`src/hw/rtl/brb_pkg.sv`:
```
`timescale 1ns / 1ps
// ----------------------------------------------------------------------------
// brb_pkg
// Shared widths and operation codes of the byte ring buffer engine.
// ----------------------------------------------------------------------------
package brb_pkg;

  localparam int BYTE_W = 8;
  localparam int LEN_W  = 10;
  localparam int CNT_W  = 10;
  localparam int OP_W   = 3;

  typedef enum logic [OP_W-1:0] {
    OP_WRITE     = 3'd0,
    OP_DEQUEUE   = 3'd1,
    OP_PEEK      = 3'd2,
    OP_CLEAR     = 3'd3,
    OP_ADV_WRITE = 3'd4,
    OP_ADV_READ  = 3'd5,
    OP_STATUS    = 3'd6
  } op_t;

endpackage

```
`src/hw/rtl/brb_fill.sv`:
```
`timescale 1ns / 1ps
// ----------------------------------------------------------------------------
// brb_fill
// Fill figures from the pointers and the held-byte count.
// ----------------------------------------------------------------------------
module brb_fill #(
  parameter int CAPACITY = 1023,
  parameter int PW       = 10
) (
  input  logic [PW-1:0]             rp,
  input  logic [PW-1:0]             wp,
  input  logic [PW-1:0]             used,
  output logic [brb_pkg::CNT_W-1:0] used_count,
  output logic [brb_pkg::CNT_W-1:0] free_count,
  output logic [brb_pkg::CNT_W-1:0] contiguous_free,
  output logic [brb_pkg::CNT_W-1:0] contiguous_used
);

  localparam int XW = (PW > brb_pkg::CNT_W) ? PW : brb_pkg::CNT_W;

  logic [XW:0] rp_x;
  logic [XW:0] wp_x;
  logic [XW:0] used_x;
  logic [XW:0] free_x;
  logic [XW:0] cfree_x;
  logic [XW:0] cused_x;

  always_comb begin
    rp_x   = (XW+1)'(rp);
    wp_x   = (XW+1)'(wp);
    used_x = (XW+1)'(used);
    free_x = (XW+1)'(CAPACITY) - used_x;
    if (wp_x >= rp_x) begin
      if (rp_x == '0) begin
        cfree_x = (XW+1)'(CAPACITY) - wp_x;
      end else begin
        cfree_x = (XW+1)'(CAPACITY + 1) - wp_x;
      end
    end else begin
      cfree_x = rp_x - wp_x - (XW+1)'(1);
    end
    if (rp_x <= wp_x) begin
      cused_x = wp_x - rp_x;
    end else begin
      cused_x = (XW+1)'(CAPACITY + 1) - rp_x;
    end
  end

  assign used_count      = used_x[brb_pkg::CNT_W-1:0];
  assign free_count      = free_x[brb_pkg::CNT_W-1:0];
  assign contiguous_free = cfree_x[brb_pkg::CNT_W-1:0];
  assign contiguous_used = cused_x[brb_pkg::CNT_W-1:0];

endmodule

```
`config.mk`:
```
export PLATFORM = sky130hd
export DESIGN_NAME = brb_fill
export DESIGN_NICKNAME = d
export VERILOG_FILES = /design/src/hw/rtl/brb_pkg.sv /design/src/hw/rtl/brb_fill.sv
export SDC_FILE = /design/constraint.sdc
export NUM_CORES = 1
export LEC_CHECK = 0
export CAP_MARGIN = 20
export CORE_MARGIN = 5
export CORE_UTILIZATION = 51
export DETAILED_ROUTE_END_ITERATION = 6
export DONT_BUFFER_PORTS = 1
export PLACE_DENSITY_LB_ADDON = 0.3
export SETUP_SLACK_MARGIN = 0.02
export SLEW_MARGIN = 20
export SYNTH_ARGS = -nofsm -noshare
export SYNTH_HDL_FRONTEND = slang
export SYNTH_SLANG_ARGS = --single-unit
```
`constraint.sdc`:
```
create_clock -name vclk -period 4.8
set_input_delay 0.72 -clock vclk [all_inputs]
set_output_delay 0.72 -clock vclk [all_outputs]
set_load 0.005 [all_outputs]
```
# Word level (Yosys, flattened, before mapping)
# Cells that the tools add are included.
# word_totals
input_bits	30
out_inout_bits	40
register_bits	0
word_cells	13
# classes
n_mux	3
n_addsub	7
order_cmp	2
n_reduce_logical	1
# op_table
op	n
10-bit two-way mux	3
1-bit by 10-bit subtractor with 10-bit output (first input constant)	2
10-bit subtractor	2
10-bit subtractor (first input constant)	2
10-bit greater-or-equal comparator	1
10-bit <= comparator	1
10-bit logical NOT	1
10-bit by 1-bit subtractor with 10-bit output (second input constant)	1

# Depth between registers and ports, before layout
# Gate-level depths: netlist of the first run.
# depth
ltp_word	3
mapped_depth	10
mapped_depth_nobuf	9

# Worst setup path after synthesis of the first run
# Ideal clock, no wire load.
# synth_timing
path_type	input port to output port
start	input wp[0]
end	output contiguous_used[1] (netlist name)
path_slack_ns	1.480
path_buffers	0
t_required_ns	4.080
cell_stages	9
arrival_ns	2.600
cell_sequence	inv_1 > ha_1 > inv_1 > fa_1 > a21oi_1 > o211ai_1 > nor4b_2 > nor2_2 > mux2_2
# synth_between
elab_chain_cells	2
elab_cells_between_ends	3
cone_classes	1 x add/sub; 1 x order compare; 1 x mux
# synth_lines
item	line_no	source
from (decl)	brb_fill.sv:11	input logic [PW-1:0] wp,
10-bit subtractor / 10-bit <= comparator (equally long branches)	brb_fill.sv:43, brb_fill.sv:42	
10-bit two-way mux (*)	brb_fill.sv:42	if (rp_x <= wp_x) begin
to (decl)	brb_fill.sv:16	output logic [brb_pkg::CNT_W-1:0] contiguous_used
# Every way passes the cells marked *; elsewhere a longest branch is shown, timed or not.

# Worst setup path after layout of the first run
# Same ends and word-level chain as after synthesis.

==> flow_summary.ini, run 1 <==
[floorplan]
fp.dieH_microns = 66.0
core_area_sq_um = 3030
start_util_pct = 52.9
die_width_microns = 66.0
floorplan.rows = 20
io_pins = 70
die-area_sq_um = 4360

[cells_and_area]
n_sequential_cell = 0
num_antenna_cells = 0
clock_buffers = 0
fin_nets = 267
drive_gt1_share_pct = 4.67
syn_to_final_growth_pct = -3.36
fin_util_pct = 51.1
fillCellCount = 326
seqCellArea_sq_um = 0
final_area_sq_um = 1550

[yosys]
synthDistinctLibCells = 51
synth_cells = 231
yosys.area.top_type = ha_1
ys_seq_area_share_pct = 0
synth_top_area_share_pct = 15.6
syn_area_sq_um = 1600
synth_warnings = 0
synth_area_leaders = ha_1 (16%), xnor2_1 (11%), inv_1 (8.4%)
synth_nets = 282
synth_area_per_cell_sq_um = 6.93

[detailed_routing]
routed-wl-met3_microns = 339
vias = 1600
antenna_left = 0
routed_wl_mm = 4.73
drt-initial-drc-count = 79
top_layer = met4
wire_per_inst_microns = 18.3
wl_met2_mm = 2.14
vias_per_cell = 6.20
drt-met1-wl_mm = 2.22
drtPass1Iterations = 4
route.detailed.drc = 0

[timing]
tightest_slew_ns = 0.689
final_max_slew_viol_count = 0
setup_viol = 0
hold_viol = 0
relSlewSlack_pct = 54.1
fin_tns_setup_ns = 0
rsz0062_at_grt = no
max_freq_mhz = 266
fin_crit_sh_pct = 78.5
fin_crit_ns = 3.77

[run_status]
status = finished, final reports clean

[placement]
io_buffers = 0
hpwl_mm = 3.96
place_congestion = 0.962
place_area_sq_um = 1540

[worst_hold_path]
holdPathEnd = used_count[0]
min_delay_path_depth = 0
min-delay-start = used[0]
hold_path.class = input pin to primary output

[setup_path]
critPathSlowestCell = fa_1
crit_arrival_ns = 3.05
critPathMaxStageDelay_ns = 0.45
worstPathCellList = inv_1 -> ha_1 -> inv_1 -> fa_1 -> a21oi_1 -> o211ai_1 -> nor4b_2 -> buf_4 -> nor2_2 -> mux2_2
crit_type = input pin to primary output
path_common_cell = inv_1
critPathRequiredTime_ns = 4.08
critPathLaunchType = input pin
end_kind = primary output
cp_max_fo = 8

[clock_network]
cts-hold-fix-buffers = 0
postCtsSetupBuffers = 0
cts-resized-gates = 0

[pwr]
ir_worst_vdd_mv = 0.0465
power_density_nw_per_um2 = 125
p_leak_nw = 0.714

[grt]
grt_max_degree = 13
grt_usage_pct = 21.7
grt_pass1_vias = 1548
grt_antenna_before_repair = 0
grt.overflow.total = 0
grt_pass1_wl_mm = 7.56

[job]
max_cap_violations = 0
cell usage after synthesis, drive strengths merged, types with 2 or more instances:
master	instances
a21oi	15
nand4	7
and3	3
inv	36
o211ai	2
xnor2	21
nand2	8
a21o	6
nand2b	2
mux2	2
nor3b	2
o31ai	3
nor3	4
nor2b	2
o21a	3
nand3	7
or3	2
a31oi	4
nor4	3
ha	20
mux2i	11
or4	2
o22ai	2
buf	17
nor2	13
xor2	4
o21ai	13
power by group:
group | switching, mW | leakage, nW | internal (mW)
Combinational | 0.115 | 0.714 | 0.0775
Clock | 0 | 0 | 0
Sequential | 0 | 0 | 0
Total | 0.115 | 0.714 | 0.0775
per-layer routing:
layer,track usage [%],vias to the layer above
li1,-,776
met2,36.8,80
met5,0,-
met3,2.21,6
met1,30.6,738
met4,2.03,0
kinds of logic (layout without fill, tap and decap cells):
logic type	count (synthesis)	in the layout	synth area share, %
muxes	13	13	8.29
xor gates and xnor gates	25	25	13.7
adders and majority gates	21	21	16.9
and+or+nand+nor	58	58	21.1
buffers and inverters	54	37	15.9
AOI/OAI and AO/OA	60	60	24.1
placed cells by master, fill, tap and decap left out, types with 2 or more instances in the layout:
cell type and count:
a21o_1 6, a21oi_1 15, a31oi_1 4, and3_1 3, ha_1 20, inv_1 36, mux2_2 2, mux2i_1 11
nand2_1 8, nand2b_1 2, nand3_1 7, nand4_1 5, nand4_2 2, nor2_1 12, nor2b_1 2, nor3_1 4
nor3b_1 2, nor4_1 3, o211ai_1 2, o21a_1 3, o21ai_0 11, o22ai_1 2, o31ai_1 3, xnor2_1 21
xor2_1 4
critical path, delay by kind of cell:
kind | cells | cell delay, ns
and+or+nand+nor | 2 | 0.62
muxes | 1 | 0.42
buffers and inverters | 3 | 0.30
adders and majority gates | 2 | 0.64
AOI/OAI and AO/OA | 2 | 0.34
per-stage QoR:
step	cells	power (mW)	hold slack (ns)	setup slack, ns
2_1_floorplan	231	0.160	1.47	1.48
3_3_place_gp	258	0.189	1.44	0.890
3_5_place_dp	258	0.189	1.44	0.893
4_1_cts	258	0.190	1.44	0.873
5_1_grt	258	0.213	1.44	0.901
6_report	258	0.193	1.44	1.03
how the worst max path moves through the flow:
stage | endpoint | from | cells past startpoint
3_3_place_gp | contiguous_free[0] | rp[5] | 7
3_5_place_dp | contiguous_free[0] | rp[7] | 7
4_1_cts | contiguous_free[0] | rp[7] | 7
5_1_grt | contiguous_used[1] | wp[0] | 10
6_report | contiguous_used[1] | wp[0] | 10
2_1_floorplan | contiguous_used[1] | wp[0] | 9
final cells by class:
type | instances | area, sq um | area share [%]
inverter | 36 | 135 | 8.74
multi-input combinational | 177 | 1350 | 87.2
tap | 44 | 55.1 | 3.56
timing repair buffer | 1 | 7.51 | 0.485
(Power assumes the default switching activity.)
==> run 2: changes to the inputs <==
Clock period 4.8 ns to 3.4 ns, I/O delays scaled along.
==> flow_summary.ini, run 2 (synthesis gave the netlist of run 1 again) <==
[grt]
grt_usage_pct = 21.6
grt_pass1_wl_mm = 7.60
grt.overflow.total = 0
grt_antenna_before_repair = 0
grt_pass1_vias = 1566
grt_max_degree = 13

[timing]
max_freq_mhz = 328
setup_viol = 0
fin_crit_ns = 3.05
holdWs_ns = 1.02
hold_viol = 0
final_max_slew_viol_count = 0
rsz0062_at_grt = no
relSlewSlack_pct = 54.1
tightest_slew_ns = 0.687
fin_crit_sh_pct = 89.6
fin_tns_setup_ns = 0

[pwr]
power_frac_seq_pct = 0
power_density_nw_per_um2 = 177
p_leak_nw = 0.718
clock_power_share_pct = 0
power_switching_uw = 163
power_frac_comb_pct = 100.0
ir_worst_vdd_mv = 0.0866
swShare_pct = 59.2
p_int_uw = 112

[run_status]
status = finished, final reports clean

[floorplan]
die_width_microns = 66.0
floorplan.rows = 20
die-area_sq_um = 4360
io_pins = 70
start_util_pct = 52.9
fp.dieH_microns = 66.0
core_area_sq_um = 3030

[setup_path]
critPathLaunchType = input pin
critPathRequiredTime_ns = 2.89
crit_type = input pin to primary output
worstSetupStartpoint = rp[7]
end_kind = primary output
critPathSlowestCell = nor4b_2
cp_max_fo = 12
crit_arrival_ns = 2.54
critPathMaxStageDelay_ns = 0.69
worstPathCellList = inv_1 -> ha_1 -> nand2_1 -> nor4b_2 -> nor2_4 -> o31ai_1
cp.buffers_inverters = 1
path_delay_family = simple AND/OR/NAND/NOR gates

[placement]
io_buffers = 0
hpwl_mm = 3.90
placed_cells = 259
place_congestion = 0.896
place_area_sq_um = 1550

[cells_and_area]
seqCellArea_sq_um = 0
fillCellCount = 343
num_antenna_cells = 0
syn_to_final_growth_pct = -2.81
fin_util_pct = 51.4
final_cell_mix = inv_1 (36), xnor2_1 (21), ha_1 (20)
layout_commonest_cell = inv_1
n_sequential_cell = 0
final_area_sq_um = 1560
fin_nets = 268
layoutNonFillerInstCount = 259
drive_gt1_share_pct = 4.65
clock_buffers = 0

[clock_network]
postCtsSetupBuffers = 0
cts-resized-gates = 0
cts-hold-fix-buffers = 0

[detailed_routing]
drtPass1Iterations = 4
routed_wl_mm = 4.63
vias = 1544
antenna_left = 0
wire_per_inst_microns = 17.9
route.detailed.drc = 0
drt-initial-drc-count = 92
vias_per_cell = 5.96

[worst_hold_path]
min-delay-start = used[0]
hold_path.class = input pin to primary output

[job]
max_cap_violations = 0
==> run 2: cell types whose count changed in the layout (fill, tap and decap cells not counted) <==
| cell | delta |
|---|---|
| buf_4 | +1 |
| nor2_2 | -1 |
| nor2_4 | +1 |
| o21ai_1 | +1 |
| o21ai_2 | -1 |
==> run 2: power groups by stage <==
| stage | logic, mW | clock network (mW) | registers [mW] |
|---|---|---|---|
| finish | 0.275 | 0 | 0 |
| floorplan | 0.226 | 0 | 0 |
| global placement | 0.271 | 0 | 0 |
| global route | 0.305 | 0 | 0 |
| detailed placement | 0.271 | 0 | 0 |
| CTS | 0.272 | 0 | 0 |
==> run 2: layer usage <==
metal	vias to the layer above	global-route usage [%]	wire (microns)
li1	774	-	-
met1	706	31.3	2200
met2	64	34.8	2080
met3	0	3.74	340
met4	0	1.27	0
met5	-	0	0
==> run 2: metrics by stage <==
step	worst slack, ns	power, mW
global route	0.161	0.305
detailed placement	0.230	0.271
global placement	0.282	0.271
finish	0.354	0.275
CTS	0.223	0.272
floorplan	0.500	0.226
==> run 2: final timing paths <==
path,to,slack [ns],cells after the start
setup / recovery,contiguous_used[9],0.35,6
hold / removal,used_count[0],1.02,0
==> run 2: area by class of cell <==
class | count | area, sq um | area share, %
Inverter | 36 | 135 | 8.69
Timing Repair Buffer | 2 | 15.0 | 0.965
Tap cell | 44 | 55.1 | 3.54
Multi-Input combinational cell | 177 | 1350 | 86.8
==> run 3: changes to the inputs <==
Clock period 3.4 ns to 4 ns, I/O delays scaled along.
==> flow_summary.ini, run 3 (synthesis gave the netlist of run 1 again) <==
[setup_path]
critPathLaunchType = input pin
critPathRequiredTime_ns = 3.40
crit_arrival_ns = 2.81
worstPathCellList = inv_1 -> ha_1 -> inv_1 -> fa_1 -> a21oi_1 -> o211ai_1 -> nor4b_2 -> nor2_2 -> mux2_2
critPathSlowestCell = nor2_2
crit_type = input pin to primary output
cp_max_fo = 8
critPathMaxStageDelay_ns = 0.46
path_common_cell = inv_1
end_kind = primary output

[timing]
holdWs_ns = 1.20
max_freq_mhz = 293
relSlewSlack_pct = 56.8
rsz0062_at_grt = no
hold_viol = 0
fin_crit_ns = 3.41
fin_crit_sh_pct = 85.3
tightest_slew_ns = 0.643
setup_viol = 0
final_max_slew_viol_count = 0
fin_tns_setup_ns = 0

[floorplan]
die_width_microns = 66.0
start_util_pct = 52.9
core_area_sq_um = 3030
floorplan.rows = 20
fp.dieH_microns = 66.0
io_pins = 70
die-area_sq_um = 4360

[clock_network]
cts-resized-gates = 0
cts-hold-fix-buffers = 0
postCtsSetupBuffers = 0

[worst_hold_path]
holdPathEnd = used_count[0]
min-delay-start = used[0]
min_delay_path_depth = 0
hold_path.class = input pin to primary output

[cells_and_area]
n_sequential_cell = 0
syn_to_final_growth_pct = -3.60
seqCellArea_sq_um = 0
num_antenna_cells = 0
final_cell_mix = inv_1 (36), xnor2_1 (21), ha_1 (20)
final_area_sq_um = 1540
layout_commonest_cell = inv_1
fin_util_pct = 51.0
clock_buffers = 0
fin_nets = 267
drive_gt1_share_pct = 4.21

[pwr]
power_uw = 231
ir_worst_vdd_mv = 0.0593
p_leak_nw = 0.712
power_density_nw_per_um2 = 150

[grt]
grt_pass1_vias = 1506
grt.overflow.total = 0
grt_antenna_before_repair = 0
grt_usage_pct = 21.6
grt_max_degree = 13
grt_pass1_wl_mm = 7.57

[detailed_routing]
antenna_left = 0
wire_per_inst_microns = 17.8
drt-initial-drc-count = 91
routed_wl_mm = 4.60
vias_per_cell = 6.20
drtPass1Iterations = 4
vias = 1599
route.detailed.drc = 0

[placement]
io_buffers = 0
place_area_sq_um = 1540
hpwl_mm = 3.87
place_congestion = 0.973

[job]
max_cap_violations = 0

[run_status]
status = finished, final reports clean
## run 3: cell types whose count changed in the layout (fill, tap and decap cells not counted)
cell    before  now
nor2_2       0    1
buf_4        2    1
nor2_4       1    0
## run 3: worst max-delay path: cells and delay by family
family	cells	cell delay, ns
AO/OA/AOI/OAI	2	0.37
buffers and inverters	2	0.12
AND/OR/NAND/NOR	2	0.68
adder cells (fa/ha/maj)	2	0.62
multiplexers	1	0.41
## run 3: report_power, final
part           switching [mW]  internal, mW
Combinational           0.137        0.0936
Clock                       0             0
Sequential                  0             0
## run 3: cell type report
type | instances | area (sq um)
timing repair buffer | 1 | 7.51
fill | 315 | 1490
multi-input combinational | 177 | 1350
tap | 44 | 55.1
inverter | 36 | 135
## run 3: routing by layer
metal  GRT usage, %  vias up  part of all wire, %
met5              0        -                    0
met2           36.5       99                   45
li1               -      772                    -
met3           2.38        2                   10
met1           30.5      726                   44
met4           1.27        0                 0.46
## run 3: stage by stage
| stage | instances | setup WS, ns |
|---|---|---|
| 2_1_floorplan | 231 | 0.920 |
| 3_3_place_gp | 258 | 0.711 |
| 3_5_place_dp | 258 | 0.627 |
| 4_1_cts | 258 | 0.619 |
| 5_1_grt | 258 | 0.445 |
| 6_report | 258 | 0.589 |
## run 3: how the worst max path moves through the flow
stage | endpoint | from | depth (start not counted) | slack, ns
finish | contiguous_used[1] | wp[0] | 9 | 0.59
global route | contiguous_free[4] | wp[0] | 9 | 0.44
CTS | contiguous_used[1] | wp[0] | 9 | 0.62
detailed placement | contiguous_used[1] | wp[0] | 9 | 0.63
global placement | contiguous_used[1] | wp[0] | 9 | 0.71
floorplan | contiguous_used[1] | wp[0] | 9 | 0.92
