File: config.mk
export PLATFORM = sky130hd
export DESIGN_NAME = brb_ctrl
export DESIGN_NICKNAME = d
export VERILOG_FILES = /design/src/hw/rtl/brb_pkg.sv /design/src/hw/rtl/brb_ctrl.sv
export SDC_FILE = /design/constraint.sdc
export NUM_CORES = 1
export LEC_CHECK = 0
export ABC_AREA = 1
export ABC_CLOCK_PERIOD_IN_PS = 3000
export BUFFER_PORTS_ARGS = -buffer_cell sky130_fd_sc_hd__buf_4
export CORE_MARGIN = 2
export CORE_UTILIZATION = 40
export DETAILED_ROUTE_END_ITERATION = 10
export GPL_TIMING_DRIVEN = 0
export SETUP_SLACK_MARGIN = 0.3
export SYNTH_ARGS = -nofsm -noshare
export SYNTH_HDL_FRONTEND = slang
export SYNTH_SLANG_ARGS = --single-unit
File: constraint.sdc
create_clock -name clk -period 3 [get_ports clk]
set_clock_uncertainty 0.1 [all_clocks]
set_input_delay 0.6 -clock clk [delete_from_list [all_inputs] [get_ports clk]]
set_output_delay 0.6 -clock clk [all_outputs]
set_load 0.005 [all_outputs]
File: src/hw/rtl/brb_pkg.sv
`timescale 1ns / 1ps
// ----------------------------------------------------------------------------
// brb_pkg
// Shared widths and operation codes of the byte ring buffer engine.
// ----------------------------------------------------------------------------
package brb_pkg;

  localparam int BYTE_W = 8;
  localparam int LEN_W  = 10;
  localparam int CNT_W  = 10;
  localparam int OP_W   = 3;

  typedef enum logic [OP_W-1:0] {
    OP_WRITE     = 3'd0,
    OP_DEQUEUE   = 3'd1,
    OP_PEEK      = 3'd2,
    OP_CLEAR     = 3'd3,
    OP_ADV_WRITE = 3'd4,
    OP_ADV_READ  = 3'd5,
    OP_STATUS    = 3'd6
  } op_t;

endpackage

File: src/hw/rtl/brb_ctrl.sv
`timescale 1ns / 1ps
// ----------------------------------------------------------------------------
// brb_ctrl
// Pointer and run bookkeeping, burst read sequencer and result register.
// ----------------------------------------------------------------------------
module brb_ctrl #(
  parameter int CAPACITY  = 1023,
  parameter int MAX_BURST = 64,
  parameter int PW        = 10
) (
  input  logic                       clk,
  input  logic                       rst,
  input  logic                       in_valid,
  output logic                       in_ready,
  input  logic [brb_pkg::OP_W-1:0]   opcode,
  input  logic [brb_pkg::LEN_W-1:0]  length,
  input  logic [brb_pkg::BYTE_W-1:0] data_byte,
  input  logic                       run_start,
  output logic                       out_valid,
  input  logic                       out_ready,
  output logic [brb_pkg::BYTE_W-1:0] out_byte,
  output logic                       last,
  output logic                       status,
  output logic [PW-1:0]              rp,
  output logic [PW-1:0]              wp,
  output logic [PW-1:0]              used,
  output logic                       mem_we,
  output logic [PW-1:0]              mem_waddr,
  output logic [brb_pkg::BYTE_W-1:0] mem_wdata,
  output logic                       mem_re,
  output logic [PW-1:0]              mem_raddr,
  input  logic [brb_pkg::BYTE_W-1:0] mem_rdata
);

  localparam int XW = (PW > brb_pkg::LEN_W) ? PW : brb_pkg::LEN_W;
  localparam int BW = $clog2(MAX_BURST + 1);

  typedef enum logic {
    S_IDLE,
    S_BURST
  } state_t;

  state_t                     state;
  logic [PW-1:0]              rp_next;
  logic [PW-1:0]              wp_next;
  logic [PW-1:0]              used_next;
  logic [brb_pkg::LEN_W-1:0]  run_rem;
  logic [brb_pkg::LEN_W-1:0]  run_rem_next;
  logic                       run_acc;
  logic                       run_acc_next;
  logic [PW-1:0]              rd_addr;
  logic [BW-1:0]              rd_left;
  logic                       rd_pend;

  logic                       out_free;
  logic                       accept;
  logic                       load;
  logic                       issue;
  logic                       single;
  logic                       go_burst;
  logic                       st;
  logic [XW-1:0]              len_x;
  logic [XW-1:0]              used_x;
  logic [XW-1:0]              free_x;
  logic [brb_pkg::LEN_W-1:0]  rem_base;
  logic [brb_pkg::LEN_W-1:0]  rem_dec;
  logic                       acc_base;
  logic                       acc_tmp;
  logic                       burst_ok;
  brb_pkg::op_t               op;

  function automatic logic [PW-1:0] wrap_add(input logic [PW-1:0] ptr, input logic [XW-1:0] inc);
    logic [XW:0] sum;
    sum = (XW+1)'(ptr) + (XW+1)'(inc);
    if (sum >= (XW+1)'(CAPACITY + 1)) begin
      sum = sum - (XW+1)'(CAPACITY + 1);
    end
    return sum[PW-1:0];
  endfunction

  assign out_free  = !out_valid || out_ready;
  assign in_ready  = (state == S_IDLE) && out_free;
  assign accept    = in_valid && in_ready;
  assign load      = (state == S_BURST) && rd_pend && out_free;
  assign issue     = (state == S_BURST) && (rd_left != '0) && (!rd_pend || load);
  assign mem_re    = issue;
  assign mem_raddr = rd_addr;
  assign mem_waddr = wp;
  assign mem_wdata = data_byte;

  assign op       = brb_pkg::op_t'(opcode);
  assign len_x    = XW'(length);
  assign used_x   = XW'(used);
  assign free_x   = XW'(CAPACITY) - used_x;
  assign burst_ok = (length != '0) && (length <= brb_pkg::LEN_W'(MAX_BURST)) && (len_x <= used_x);

  always_comb begin
    rp_next      = rp;
    wp_next      = wp;
    used_next    = used;
    run_rem_next = run_rem;
    run_acc_next = run_acc;
    st           = 1'b0;
    single       = 1'b1;
    go_burst     = 1'b0;
    mem_we       = 1'b0;
    rem_base     = run_rem;
    acc_base     = run_acc;
    rem_dec      = '0;
    acc_tmp      = 1'b0;
    if (accept) begin
      unique case (op)
        brb_pkg::OP_WRITE: begin
          if (run_start) begin
            rem_base = length;
            acc_base = (length != '0) && (len_x <= free_x);
          end
          if (!run_start && (run_rem == '0)) begin
            st = 1'b1;
          end else begin
            rem_dec = (rem_base != '0) ? rem_base - brb_pkg::LEN_W'(1) : '0;
            acc_tmp = acc_base;
            if (!acc_base) begin
              st = 1'b1;
            end else if (free_x == '0) begin
              st      = 1'b1;
              acc_tmp = 1'b0;
            end else begin
              mem_we    = 1'b1;
              wp_next   = wrap_add(wp, XW'(1));
              used_next = used + PW'(1);
            end
            run_rem_next = rem_dec;
            run_acc_next = acc_tmp && (rem_dec != '0);
          end
        end
        brb_pkg::OP_DEQUEUE: begin
          if (!burst_ok) begin
            st = 1'b1;
          end else begin
            single    = 1'b0;
            go_burst  = 1'b1;
            rp_next   = wrap_add(rp, len_x);
            used_next = PW'(used_x - len_x);
          end
        end
        brb_pkg::OP_PEEK: begin
          if (!burst_ok) begin
            st = 1'b1;
          end else begin
            single   = 1'b0;
            go_burst = 1'b1;
          end
        end
        brb_pkg::OP_CLEAR: begin
          rp_next   = wp;
          used_next = '0;
        end
        brb_pkg::OP_ADV_WRITE: begin
          if ((length == '0) || (len_x > free_x)) begin
            st = 1'b1;
          end else begin
            wp_next   = wrap_add(wp, len_x);
            used_next = PW'(used_x + len_x);
          end
        end
        brb_pkg::OP_ADV_READ: begin
          if ((length == '0) || (len_x > used_x)) begin
            st = 1'b1;
          end else begin
            rp_next   = wrap_add(rp, len_x);
            used_next = PW'(used_x - len_x);
          end
        end
        brb_pkg::OP_STATUS: begin
          st = 1'b0;
        end
        default: begin
          st = 1'b1;
        end
      endcase
    end
  end

  always_ff @(posedge clk) begin
    if (rst) begin
      state     <= S_IDLE;
      rp        <= '0;
      wp        <= '0;
      used      <= '0;
      run_rem   <= '0;
      run_acc   <= 1'b0;
      rd_left   <= '0;
      rd_pend   <= 1'b0;
      out_valid <= 1'b0;
    end else begin
      rp      <= rp_next;
      wp      <= wp_next;
      used    <= used_next;
      run_rem <= run_rem_next;
      run_acc <= run_acc_next;
      unique case (state)
        S_IDLE: begin
          if (accept && go_burst) begin
            state   <= S_BURST;
            rd_addr <= rp;
            rd_left <= BW'(length);
          end
        end
        S_BURST: begin
          if (issue) begin
            rd_addr <= wrap_add(rd_addr, XW'(1));
            rd_left <= rd_left - BW'(1);
          end
          rd_pend <= issue || (rd_pend && !load);
          if (load && (rd_left == '0)) begin
            state <= S_IDLE;
          end
        end
        default: begin
          state <= S_IDLE;
        end
      endcase
      if (accept && single) begin
        out_valid <= 1'b1;
        out_byte  <= '0;
        last      <= 1'b1;
        status    <= st;
      end else if (load) begin
        out_valid <= 1'b1;
        out_byte  <= mem_rdata;
        last      <= (rd_left == '0);
        status    <= 1'b0;
      end else if (out_ready) begin
        out_valid <= 1'b0;
      end
    end
  end

endmodule

* Word level (Yosys, flattened, before mapping) *
Cells that the tools add are included.

word-level totals
  logic and storage cells = 163
  bits of input ports = 34
  register bits after elaboration = 71

operators by class
  bitwise operators = 3
  magnitude comparators = 9
  multiplexer cells = 63
  reduce and logical (&&, ||, !) cells = 47
  eq/ne operators = 14
  add/subtract/negate cells = 14

operators with widths
  operator                  number
  $mux W10                  22
  $pmux W10 S5              1
  $sub A10 B1 Y10 const B   5
  $ge A11 B11 Y1 const B    4
  $pmux W10 S2              2
  $mux W1                   31
  $logic_not A10 Y1         3
  $pmux W10 S3              1
  $reduce_bool A10 Y1       3
  $add A10 B1 Y11 const B   2
  $add A10 B10 Y11          2
  $gt A10 B10 Y1            2
  $le A10 B10 Y1            2
  $logic_and A1 B1 Y1       15
  $mux W7                   2
  $pmux W7 S2               1
  $ne A2 B2 Y1 const B      6
  $add A10 B1 Y10 const B   1
  $add A10 B10 Y10          1
  $le A10 B7 Y1 const B     1
  $sub A10 B10 Y10          1
  $sub A10 B10 Y10 const A  1
  $eq A3 B3 Y1 const B      3
  $mux W8                   1
  other kinds (21)          37

* Logic depth before layout (Yosys ltp) *
Gate-level depths: netlist of the first run.

  depth in word-level cells = 11
  gate-level depth with buffers = 18

* Worst setup path after synthesis of the first run *
OpenSTA, ideal clock, no wires.

  kind = input-to-reg
  from = input opcode[0] (netlist name)
  to = register used[7]
  required time = 2788 ps
  cell stages on the path = 17
  path buffers = 0
  setup slack = 178 ps
  data arrival time = 2610 ps
  path through = inv_1 > nand2_1 > nor2_1 > inv_1 > nor2_1 > ha_1 > nand3_1 > nand2_1 > a21boi_0 > o21bai_1 > xor2_1 > nand2_1 > nand2_1 > inv_1 > nand2_2 > nand2_1 > nor2_2

on the way
  word-level cells in the longest chain between the ends = 3
  elaborated cells on any way between the ends = 14
  classes of those cells = eq/ne: 10; mux: 1; reduce/logical: 3

ends and longest elaborated chain
  item                                                                        line             source
  start, declared                                                             brb_ctrl.sv:15   input logic [brb_pkg::OP_W-1:0] opcode,
  $eq A3 B3 Y1 (tied with other cells)                                        brb_ctrl.sv:112  unique case (op)
  $reduce_bool A5 Y1 (no source line) / $ne A2 B2 Y1 (equally long branches)  n/a
  $reduce_and A8 Y1 (no source line)                                          n/a
  end signal, assigned                                                        brb_ctrl.sv:199  used <= used_next;
  end, declared                                                               brb_ctrl.sv:26   output logic [PW-1:0] used,

Several ways; a longest one is shown, not always the timed one.
A chain may end at the register's enable or synchronous reset.

* Final worst setup path of the first run *
  from = input length[6] (netlist name)
  to = output mem_we

on the way
  word-level cells in the longest chain between the ends = 9
  elaborated cells on any way between the ends = 10
  classes of those cells = order compare: 1; mux: 7; reduce/logical: 2

ends and longest elaborated chain
  item                                                          line             source
  start, declared                                               brb_ctrl.sv:16   input logic [brb_pkg::LEN_W-1:0] length,
  $le A10 B10 Y1 / $reduce_bool A10 Y1 (equally long branches)  brb_ctrl.sv:116  acc_base = (length != '0) && (len_x <= free_x);
  $logic_and A1 B1 Y1 (*)                                       brb_ctrl.sv:116
  $mux W1 (*)                                                   brb_ctrl.sv:114  if (run_start) begin
  $mux W1 (*)                                                   brb_ctrl.sv:112
  $mux W1 (*)                                                   brb_ctrl.sv:111  if (accept) begin
  $mux W1 (*)                                                   brb_ctrl.sv:123  if (!acc_base) begin
  $mux W1 (*)                                                   brb_ctrl.sv:118  if (!run_start && (run_rem == '0)) begin
  $mux W1 (*)                                                   brb_ctrl.sv:112
  $mux W1 (*)                                                   brb_ctrl.sv:111
  end, declared                                                 brb_ctrl.sv:27   output logic mem_we,

Every way passes the cells marked *; elsewhere a longest branch is shown, timed or not. The select of a mux whose other input is x is not followed.

==> report_table.html, run 1 <==
<table>
<tr><th>Metric</th><th>Value</th></tr>
<tr><th colspan="2">Floorplanning</th></tr>
<tr><td>Horizontal extent of the die</td><td>127.1 microns</td></tr>
<tr><td>Io pins</td><td>~110</td></tr>
<tr><td>Initial cell density of the core</td><td>40.33%</td></tr>
<tr><td>Total Die Area</td><td>0.01616 sq mm</td></tr>
<tr><td>Total core area</td><td>0.01503 sq mm</td></tr>
<tr><td>Die extent in y</td><td>127.1 microns</td></tr>
<tr><td>Row Count</td><td>45</td></tr>
<tr><th colspan="2">Critical path</th></tr>
<tr><td>Required time of the critical path</td><td>2.30 ns</td></tr>
<tr><td>Critical Path End Type</td><td>output pin</td></tr>
<tr><td>Classification of the worst setup path</td><td>in2out</td></tr>
<tr><td>Data arrival time of the worst path</td><td>~2.1 ns</td></tr>
<tr><td>Largest fanout on the critical path</td><td>6</td></tr>
<tr><td>Nature of the critical path startpoint</td><td>input pin</td></tr>
<tr><th colspan="2">Global routing</th></tr>
<tr><td>Remaining Overflow, GRT</td><td>0</td></tr>
<tr><td>Vias in the first global route</td><td>5523</td></tr>
<tr><td>Number of antenna violations at the first check in global routing</td><td>0</td></tr>
<tr><td>Maximum number of pins on one net before global-route repair</td><td>13</td></tr>
<tr><td>First-pass GRT wire length</td><td>28870 microns</td></tr>
<tr><td>Global routing usage summed across all routing layers</td><td>between 20% and 30%</td></tr>
<tr><th colspan="2">Final layout</th></tr>
<tr><td>Synthesis-to-layout area growth</td><td>24.93%</td></tr>
<tr><td>Antenna Diode Count</td><td>0</td></tr>
<tr><td>Final Util</td><td>50.39%</td></tr>
<tr><td>Number of cells in the finished layout apart from fillers</td><td>1191</td></tr>
<tr><td>Fraction of layout cells with a size suffix above 1</td><td>24.73%</td></tr>
<tr><td>Final net count</td><td>1087</td></tr>
<tr><td>Multi-input combinational cell area</td><td>0.004028 sq mm</td></tr>
<tr><td>Seq. cell area</td><td>0.001633 sq mm</td></tr>
<tr><td>Fill cell instance count of the final layout</td><td>between 1500 and 2000</td></tr>
<tr><th colspan="2">Drt</th></tr>
<tr><td>Count of routing violations after the opening detailed-route iteration</td><td>409</td></tr>
<tr><td>DR vias/cell</td><td>5.160</td></tr>
<tr><td>DRC viols</td><td>0</td></tr>
<tr><td>Antenna viol nets, final</td><td>0</td></tr>
<tr><td>Final routed wire length divided by cell count</td><td>15.72 microns</td></tr>
<tr><td>1st-pass router iterations</td><td>5</td></tr>
<tr><td>Via Count</td><td>approximately 6100</td></tr>
<tr><td>Total routed wirelength</td><td>18720 microns</td></tr>
<tr><th colspan="2">Timing</th></tr>
<tr><td>Setup violation total in the final timing report</td><td>0</td></tr>
<tr><td>Clock period minus final worst setup slack</td><td>2.779 ns</td></tr>
<tr><td>Number of hold-slack violations in the final timing report</td><td>0</td></tr>
<tr><td>Worst slew margin</td><td>49.04%</td></tr>
<tr><td>Post-route worst setup slack</td><td>0.2207 ns</td></tr>
<tr><td>Number of max-slew violations in the final report</td><td>0</td></tr>
<tr><td>Maximum clock frequency</td><td>359.8 MHz</td></tr>
<tr><td>Tightest Pin Transition</td><td>0.7644 ns</td></tr>
<tr><td>Share of the cycle needed by the critical path after routing</td><td>~93%</td></tr>
<tr><td>Total Neg Setup Slack</td><td>0 ns</td></tr>
<tr><td>Unrepaired setup endpoints after global routing</td><td>true</td></tr>
<tr><td>Worst slack on hold paths</td><td>0.3715 ns</td></tr>
<tr><th colspan="2">Synth</th></tr>
<tr><td>Post-synth EDFFs</td><td>20</td></tr>
<tr><td>Flip-flop cell with the highest count after synthesis</td><td>sky130_fd_sc_hd__dfxtp_1</td></tr>
<tr><td>Average cell area after synthesis</td><td>6.851 sq um</td></tr>
<tr><td>Number of instances in the synthesized netlist</td><td>885</td></tr>
<tr><td>Sequential-to-total area share from yosys stat</td><td>26.74%</td></tr>
<tr><td>Number of unique standard cell types used by synthesis</td><td>50</td></tr>
<tr><td>Ys Warns</td><td>0</td></tr>
<tr><td>Synthesized Nets</td><td>974</td></tr>
<tr><td>Seq cells post-synth</td><td>71</td></tr>
<tr><td>Cell Area, Synth</td><td>approximately 0.0061 sq mm</td></tr>
<tr><td>Synth async-reset ratio</td><td>0%</td></tr>
<tr><th colspan="2">Clock tree</th></tr>
<tr><td>Number of buffers created by CTS</td><td>9</td></tr>
<tr><td>Sink count of the clock tree</td><td>between 70 and 80</td></tr>
<tr><td>Clock tree buffer depth</td><td>2</td></tr>
<tr><td>Clock-pin slew reported for the worst setup and hold paths after clock tree synthesis</td><td>0.06 ns</td></tr>
<tr><td>Number of levels in the clock H-tree</td><td>3</td></tr>
<tr><td>Clock Root Buffer</td><td>sky130_fd_sc_hd__clkbuf_16</td></tr>
<tr><td>Source-to-sink clock delay at the later pin of the worst-skew pair</td><td>0.35 ns</td></tr>
<tr><td>Clock tree from TritonCTS</td><td>built</td></tr>
<tr><th colspan="2">Place</th></tr>
<tr><td>GP Congestion</td><td>between 0.9 and 1</td></tr>
<tr><td># port buffers</td><td>97</td></tr>
<tr><td>Placed insts</td><td>1170</td></tr>
<tr><td>Post-DP HPWL</td><td>14480 microns</td></tr>
<tr><td>Worst slack, placed</td><td>-0.4658 ns</td></tr>
<tr><th colspan="2">Power and ir drop</th></tr>
<tr><td>Net switching fraction of the power</td><td>33.34%</td></tr>
<tr><td>Leakage power</td><td>between 3 and 4 nW</td></tr>
<tr><td>Share of power burned in combinational logic</td><td>27.1%</td></tr>
<tr><td>Cell Int Power</td><td>~1.9 mW</td></tr>
<tr><td>VDD IR-drop max</td><td>0.2544 mV</td></tr>
<tr><td>Share of total power in sequential cells</td><td>38.2%</td></tr>
<tr><td>Part of the power in the clock network</td><td>34.7%</td></tr>
<tr><td>Net Sw Power</td><td>roughly 0.96 mW</td></tr>
<tr><td>Total power divided by cell area</td><td>378.8 mW/mm^2</td></tr>
<tr><th colspan="2">Worst hold path</th></tr>
<tr><td>Worst min-delay path class</td><td>reg2reg</td></tr>
<tr><th colspan="2">Run status</th></tr>
<tr><td>Run status</td><td>finished clean</td></tr>
<tr><th colspan="2">Job</th></tr>
<tr><td># Max-Cap Violations</td><td>0</td></tr>
</table>
## worst paths after layout
path | from | endpoint | slack, ns | depth (start not counted)
min reg2reg | run_acc | run_acc | 0.37 | 2
min | run_acc | run_acc | 0.37 | 2
max | length[6] | mem_we | 0.22 | 11
max reg2reg | used[0] | status | 0.49 | 9
## synth_stat cells, drive strengths merged (2+ instances only)
cell type / instances / area [sq um]
a21o: 2 / 15.01
nor2: 122 / 531.8
ha: 51 / 638.1
o31ai: 2 / 15.01
nor3: 12 / 60.06
a21oi: 74 / 385.4
fa: 4 / 80.08
nand2: 203 / 787.0
o21bai: 8 / 60.06
dfxtp: 51 / 1021
xor2: 24 / 210.2
nand3: 50 / 290.3
inv: 105 / 394.1
a21boi: 2 / 26.28
buf: 28 / 205.2
edfxtp: 20 / 600.6
o21ai: 73 / 380.4
a31oi: 7 / 43.79
o211ai: 4 / 30.03
a211oi: 2 / 15.01
xnor2: 7 / 61.31
nand4: 13 / 87.58
clkbuf: 8 / 30.03
or2: 4 / 25.03
## what timing repair did
action                                  4_1_cts  5_1_grt
pin swaps                                     3        6
hold buffers                                  0        0
endpoints found under the hold margin         0        0
endpoints found under the setup margin       27       24
setup buffers                                 3        2
gates resized for setup                      32       32
## cell usage in the layout (no fill, tap or decap), types with 4 or more instances in the layout
master and n:
sky130_fd_sc_hd__nand2_1 189, sky130_fd_sc_hd__buf_4 122, sky130_fd_sc_hd__inv_1 90, sky130_fd_sc_hd__nor2_1 87, sky130_fd_sc_hd__o21ai_0 69, sky130_fd_sc_hd__a21oi_1 67
sky130_fd_sc_hd__nand3_1 45, sky130_fd_sc_hd__dfxtp_1 42, sky130_fd_sc_hd__ha_1 41, sky130_fd_sc_hd__nor2_2 29, sky130_fd_sc_hd__xor2_1 24, sky130_fd_sc_hd__edfxtp_1 20
sky130_fd_sc_hd__nand2_2 12, sky130_fd_sc_hd__nand4_1 12, sky130_fd_sc_hd__nor3_1 11, sky130_fd_sc_hd__inv_2 10, sky130_fd_sc_hd__clkbuf_1 9, sky130_fd_sc_hd__clkbuf_16 9
sky130_fd_sc_hd__dfxtp_2 9, sky130_fd_sc_hd__o21bai_1 8, sky130_fd_sc_hd__ha_4 8, sky130_fd_sc_hd__xnor2_1 7, sky130_fd_sc_hd__a31oi_1 7, sky130_fd_sc_hd__nor2_4 5
sky130_fd_sc_hd__a21oi_2 5, sky130_fd_sc_hd__clkinvlp_4 4, sky130_fd_sc_hd__o21ai_2 4, sky130_fd_sc_hd__buf_2 4, sky130_fd_sc_hd__o211ai_1 4
## layout make-up
cell class | instances | area share [%]
Buffer | 36 | 3.105
Clock buffer | 10 | 3.023
Sequential cell | 71 | 21.56
Timing Repair Buffer | 102 | 10.16
Inverter | 105 | 5.401
Multi-Input combinational cell | 673 | 53.17
Tap cell | 188 | 3.105
Clock inverter | 6 | 0.4790
## power groups by stage
stage               logic [mW]  clock network, mW  registers, mW
floorplan                0.491                  0           1.09
global placement         0.720                  0           1.11
detailed placement       0.721                  0           1.11
CTS                      0.754               1.01           1.09
global route             0.865               1.06           1.10
finish                   0.777              0.997           1.10
## registers in the layout, summed over array words and instances (netlist names), 7 cells and up
register / flops
run_rem: 10
out_byte: 8
rd_left: 7
rp: 10
mem_waddr: 10
mem_raddr: 10
used: 10
## stage by stage
stage | total power [mW] | instance area (sq um)
after CTS | 2.861 | 7456
after global placement | 1.829 | 7032
final | 2.869 | 7575
after floorplan | 1.576 | 6068
after detailed placement | 1.829 | 7032
after global routing | 3.022 | 7575
## logic make-up after synthesis
group	after synthesis	synth area share [%]
buffers and inverters	141	10.38
muxes	1	0.1651
adders and majority gates	55	11.84
and+or+nand+nor	408	29.82
DFF	71	26.74
xor gates and xnor gates	31	4.478
AOI/OAI and AO/OA	178	16.57
## worst max-delay path, cell delays in order
cell	delay, ns
sky130_fd_sc_hd__buf_6	0.13
sky130_fd_sc_hd__clkinvlp_4	0.14
sky130_fd_sc_hd__ha_4	0.29
sky130_fd_sc_hd__nor2_2	0.10
sky130_fd_sc_hd__nand2_2	0.08
sky130_fd_sc_hd__nor2_2	0.12
sky130_fd_sc_hd__nand2_1	0.10
sky130_fd_sc_hd__nand2_2	0.10
sky130_fd_sc_hd__nand3_2	0.10
sky130_fd_sc_hd__a21oi_2	0.18
sky130_fd_sc_hd__buf_4	0.14
## per-layer routing
metal  up-vias  wire [microns]  GRT usage [%]
met1      2792            8953          32.80
met2       194            8315          36.43
li1       3136               -              -
met3        23            1100          2.722
met5         -               0              0
met4         0             353          7.046
(Power assumes the default switching activity.)
==> inputs of run 2 (changes only) <==
--- a/config.mk
+++ b/config.mk
@@ -6,7 +6,7 @@
 export NUM_CORES = 1
 export LEC_CHECK = 0
 export ABC_AREA = 1
-export ABC_CLOCK_PERIOD_IN_PS = 3000
+export ABC_CLOCK_PERIOD_IN_PS = 2800
 export BUFFER_PORTS_ARGS = -buffer_cell sky130_fd_sc_hd__buf_4
 export CORE_MARGIN = 2
 export CORE_UTILIZATION = 40
==> constraint.sdc (replaced) <==
create_clock -name clk -period 2.8 [get_ports clk]
set_clock_uncertainty 0.1 [all_clocks]
set_input_delay 0.56 -clock clk [delete_from_list [all_inputs] [get_ports clk]]
set_output_delay 0.56 -clock clk [all_outputs]
set_load 0.005 [all_outputs]
==> run 2 against run 1 <==
Compared with the run above: non-clock buffer count grew 39; cell area increased by 9.5%; total power increased by 13%; sequential share of layout area shrank 1.6 points; largest power group unchanged; first-iteration DRC count shrank 16%.
==> report_table.html, run 2 (same netlist as run 1, synthesis figures left out) <==
<table>
<tr><th>Metric</th><th>Value</th></tr>
<tr><th colspan="2">Final layout</th></tr>
<tr><td>Most common cell after layout, fill and taps aside</td><td>sky130_fd_sc_hd__nand2_1</td></tr>
<tr><td>Fraction of layout cells with a size suffix above 1</td><td>31.86% (+7.1 points)</td></tr>
<tr><td>Fill cell instance count of the final layout</td><td>1429 (-7.3%)</td></tr>
<tr><td>Synthesis-to-layout area growth</td><td>36.77%</td></tr>
<tr><td>Number of cells in the finished layout apart from fillers</td><td>1230 (+3.3%)</td></tr>
<tr><td>Final Util</td><td>55.16% (+4.8 points)</td></tr>
<tr><td>Commonest cells after routing, fill and taps aside</td><td>sky130_fd_sc_hd__nand2_1 (183), sky130_fd_sc_hd__buf_4 (148), sky130_fd_sc_hd__nor2_1 (84)</td></tr>
<tr><td>Antenna Diode Count</td><td>0 (unchanged)</td></tr>
<tr><td>Final net count</td><td>1126 (+3.6%)</td></tr>
<tr><th colspan="2">Clock tree</th></tr>
<tr><td>Sink count of the clock tree</td><td>71 (unchanged)</td></tr>
<tr><td>Clock-pin slew reported for the worst setup and hold paths after clock tree synthesis</td><td>0.07 ns (about the same)</td></tr>
<tr><td>Clock tree buffer depth</td><td>2 (unchanged)</td></tr>
<tr><td>Clock Root Buffer</td><td>sky130_fd_sc_hd__clkbuf_16</td></tr>
<tr><td>Number of buffers created by CTS</td><td>9 (unchanged)</td></tr>
<tr><td>Post-CTS Hold Fix Bufs</td><td>0 (unchanged)</td></tr>
<tr><td>Clock tree from TritonCTS</td><td>built</td></tr>
<tr><td>Number of levels in the clock H-tree</td><td>3 (unchanged)</td></tr>
<tr><td>Source-to-sink clock delay at the later pin of the worst-skew pair</td><td>0.36 ns (about the same)</td></tr>
<tr><th colspan="2">Power and ir drop</th></tr>
<tr><td>Share of power burned in combinational logic</td><td>29.7% (+2.6 points)</td></tr>
<tr><td>Part of the power in the clock network</td><td>34.3% (-0.4 points)</td></tr>
<tr><td>Cell Int Power</td><td>2.141 mW (+12%)</td></tr>
<tr><td>VDD IR-drop max</td><td>0.2886 mV (+13%)</td></tr>
<tr><td>Share of total power in sequential cells</td><td>36.0% (-2.2 points)</td></tr>
<tr><td>Leakage power</td><td>3.826 nW (+6.3%)</td></tr>
<tr><td>Net Sw Power</td><td>1.098 mW (+15%)</td></tr>
<tr><td>Net switching fraction of the power</td><td>33.89% (+0.55 points)</td></tr>
<tr><td>Total power divided by cell area</td><td>390.6 mW/mm^2 (+3.1%)</td></tr>
<tr><th colspan="2">Place</th></tr>
<tr><td>Placed insts</td><td>1170 (unchanged)</td></tr>
<tr><td># port buffers</td><td>97 (unchanged)</td></tr>
<tr><td>Post-DP HPWL</td><td>13840 microns (-4.4%)</td></tr>
<tr><td>GP Congestion</td><td>0.9302 (+0.98%)</td></tr>
<tr><td>Worst slack, placed</td><td>-0.3547 ns (+0.1110 ns)</td></tr>
<tr><th colspan="2">Critical path</th></tr>
<tr><td>Required time of the critical path</td><td>2.14 ns (-0.16 ns)</td></tr>
<tr><td>Crit path launch</td><td>length[8]</td></tr>
<tr><td>Nature of the critical path startpoint</td><td>input pin</td></tr>
<tr><td>Slowest CP cell</td><td>sky130_fd_sc_hd__ha_4</td></tr>
<tr><td>Critical Path End Type</td><td>output pin</td></tr>
<tr><td>Largest fanout on the critical path</td><td>6 (unchanged)</td></tr>
<tr><td>Delay-heaviest family, CP</td><td>simple AND/OR/NAND/NOR gates</td></tr>
<tr><td>Classification of the worst setup path</td><td>in2out</td></tr>
<tr><td>Maximum single-stage delay on the critical path</td><td>0.27 ns (-0.02 ns)</td></tr>
<tr><td>Data arrival time of the worst path</td><td>1.94 ns (-0.14 ns)</td></tr>
<tr><td>Startpoint of the worst register-to-register path</td><td>used[5]</td></tr>
<tr><td>Stages on worst setup path</td><td>11 (unchanged)</td></tr>
<tr><td>Number of cells on the worst reg-to-reg path</td><td>10 (+1)</td></tr>
<tr><td>Critical path buffer and inverter count</td><td>3 (unchanged)</td></tr>
<tr><td>Cell-by-cell trace of the critical path</td><td>buf_6 -&gt; inv_2 -&gt; ha_4 -&gt; nor2_4 -&gt; nand2_1 -&gt; nor2_2 -&gt; nand2_1 -&gt; nand2_4 -&gt; nand3_4 -&gt; a21oi_4 -&gt; buf_6</td></tr>
<tr><th colspan="2">Drt</th></tr>
<tr><td>Via Count</td><td>6349 (+3.3%)</td></tr>
<tr><td>DRC viols</td><td>0 (unchanged)</td></tr>
<tr><td>Antenna viol nets, final</td><td>0 (unchanged)</td></tr>
<tr><td>Count of routing violations after the opening detailed-route iteration</td><td>344 (-16%)</td></tr>
<tr><td>Total routed wirelength</td><td>18930 microns (+1.1%)</td></tr>
<tr><td>Final routed wire length divided by cell count</td><td>15.39 microns (-2.1%)</td></tr>
<tr><td>DR vias/cell</td><td>5.162 (about the same)</td></tr>
<tr><td>1st-pass router iterations</td><td>5 (unchanged)</td></tr>
<tr><th colspan="2">Global routing</th></tr>
<tr><td>Maximum number of pins on one net before global-route repair</td><td>14 (+1)</td></tr>
<tr><td>First-pass GRT wire length</td><td>29370 microns (+1.7%)</td></tr>
<tr><td>Vias in the first global route</td><td>5826 (+5.5%)</td></tr>
<tr><td>Number of antenna violations at the first check in global routing</td><td>0 (unchanged)</td></tr>
<tr><td>Remaining Overflow, GRT</td><td>0 (unchanged)</td></tr>
<tr><td>Global routing usage summed across all routing layers</td><td>23.12% (+0.15 points)</td></tr>
<tr><th colspan="2">Run status</th></tr>
<tr><td>Run status</td><td>finished clean</td></tr>
<tr><th colspan="2">Floorplanning</th></tr>
<tr><td>Initial cell density of the core</td><td>40.33% (unchanged)</td></tr>
<tr><td>Total Die Area</td><td>0.01616 sq mm (unchanged)</td></tr>
<tr><td>Io pins</td><td>106 (unchanged)</td></tr>
<tr><td>Row Count</td><td>45 (unchanged)</td></tr>
<tr><td>Horizontal extent of the die</td><td>127.1 microns (unchanged)</td></tr>
<tr><td>Total core area</td><td>0.01503 sq mm (unchanged)</td></tr>
<tr><td>Die extent in y</td><td>127.1 microns (unchanged)</td></tr>
<tr><th colspan="2">Job</th></tr>
<tr><td># Max-Cap Violations</td><td>0 (unchanged)</td></tr>
<tr><th colspan="2">Timing</th></tr>
<tr><td>Unrepaired setup endpoints after global routing</td><td>true</td></tr>
<tr><td>Worst slew margin</td><td>50.58% (+1.5 points)</td></tr>
<tr><td>Number of max-slew violations in the final report</td><td>0 (unchanged)</td></tr>
<tr><td>Tightest Pin Transition</td><td>0.7413 ns (-0.02310 ns)</td></tr>
<tr><td>Post-route worst setup slack</td><td>0.1996 ns (-0.02106 ns)</td></tr>
<tr><td>Total Neg Setup Slack</td><td>0 ns (unchanged)</td></tr>
<tr><td>Clock period minus final worst setup slack</td><td>2.600 ns</td></tr>
<tr><td>Maximum clock frequency</td><td>384.6 MHz</td></tr>
<tr><td>Setup violation total in the final timing report</td><td>0 (unchanged)</td></tr>
<tr><td>Share of the cycle needed by the critical path after routing</td><td>between 90% and 100%</td></tr>
<tr><td>Worst slack on hold paths</td><td>0.3687 ns (-0.002812 ns)</td></tr>
<tr><td>Number of hold-slack violations in the final timing report</td><td>0 (unchanged)</td></tr>
<tr><th colspan="2">Worst hold path</th></tr>
<tr><td>Instance count along the most critical hold path</td><td>2 (unchanged)</td></tr>
<tr><td>Worst hold start</td><td>rst</td></tr>
<tr><td>Worst min-delay path class</td><td>in2reg</td></tr>
</table>
-- run 2: cell count changes in the layout (fill, tap and decap cells not counted), moves of 8 or more --
cell,before,now
sky130_fd_sc_hd__dfxtp_2,9,1
sky130_fd_sc_hd__ha_4,8,18
sky130_fd_sc_hd__inv_1,90,81
sky130_fd_sc_hd__dfxtp_4,0,9
sky130_fd_sc_hd__ha_1,41,31
sky130_fd_sc_hd__buf_6,1,9
sky130_fd_sc_hd__buf_4,122,148
-- run 2: routing by layer --
layer	global-route usage [%]	part of all wire [%]	up-vias
li1	-	-	3220
met1	30.40	45	2926
met2	38.80	47	164
met3	4.146	4.6	39
met4	7.046	3.0	0
met5	0	0	-
-- run 2: power groups by stage --
stage / Combinational, mW / Clock [mW] / Sequential, mW
floorplan: 0.528 / 0 / 1.16
global placement: 0.773 / 0 / 1.18
detailed placement: 0.776 / 0 / 1.18
CTS: 0.876 / 1.13 / 1.16
global route: 1.07 / 1.17 / 1.17
finish: 0.963 / 1.11 / 1.17
-- run 2: through the flow --
stage,total power [mW],cell area (sq um)
finish,3.239,8293
CTS,3.172,7844
detailed placement,1.955,7056
global placement,1.953,7056
global route,3.414,8293
floorplan,1.691,6092
-- run 2: cell type report --
type                    instances  area, sq um  share of cell area [%]
multi-input cells             673         4324                   52.14
inverters                     105        426.7                   5.145
clock buffers                  10        229.0                   2.761
clock inverters                 6        45.04                  0.5432
repair buffers                141         1140                   13.74
well taps                     188        235.2                   2.836
flip-flops and latches         71         1657                   19.98
plain buffers                  36        236.5                   2.852
-- run 2: path summary, 6_finish.rpt --
kind | to | slack (ns)
worst max-delay path | mem_we | 0.20
worst min-delay path | rp[4] | 0.37
worst max register to register | status | 0.38
worst min register to register | run_acc | 0.37
-- run 2: timing repair --
| action | 4_1_cts | 5_1_grt |
|---|---|---|
| pin swaps | 19 | 41 |
| setup endpoints to repair | 41 | 53 |
| buffers inserted | 21 | 23 |
| gates resized for setup | 80 | 72 |
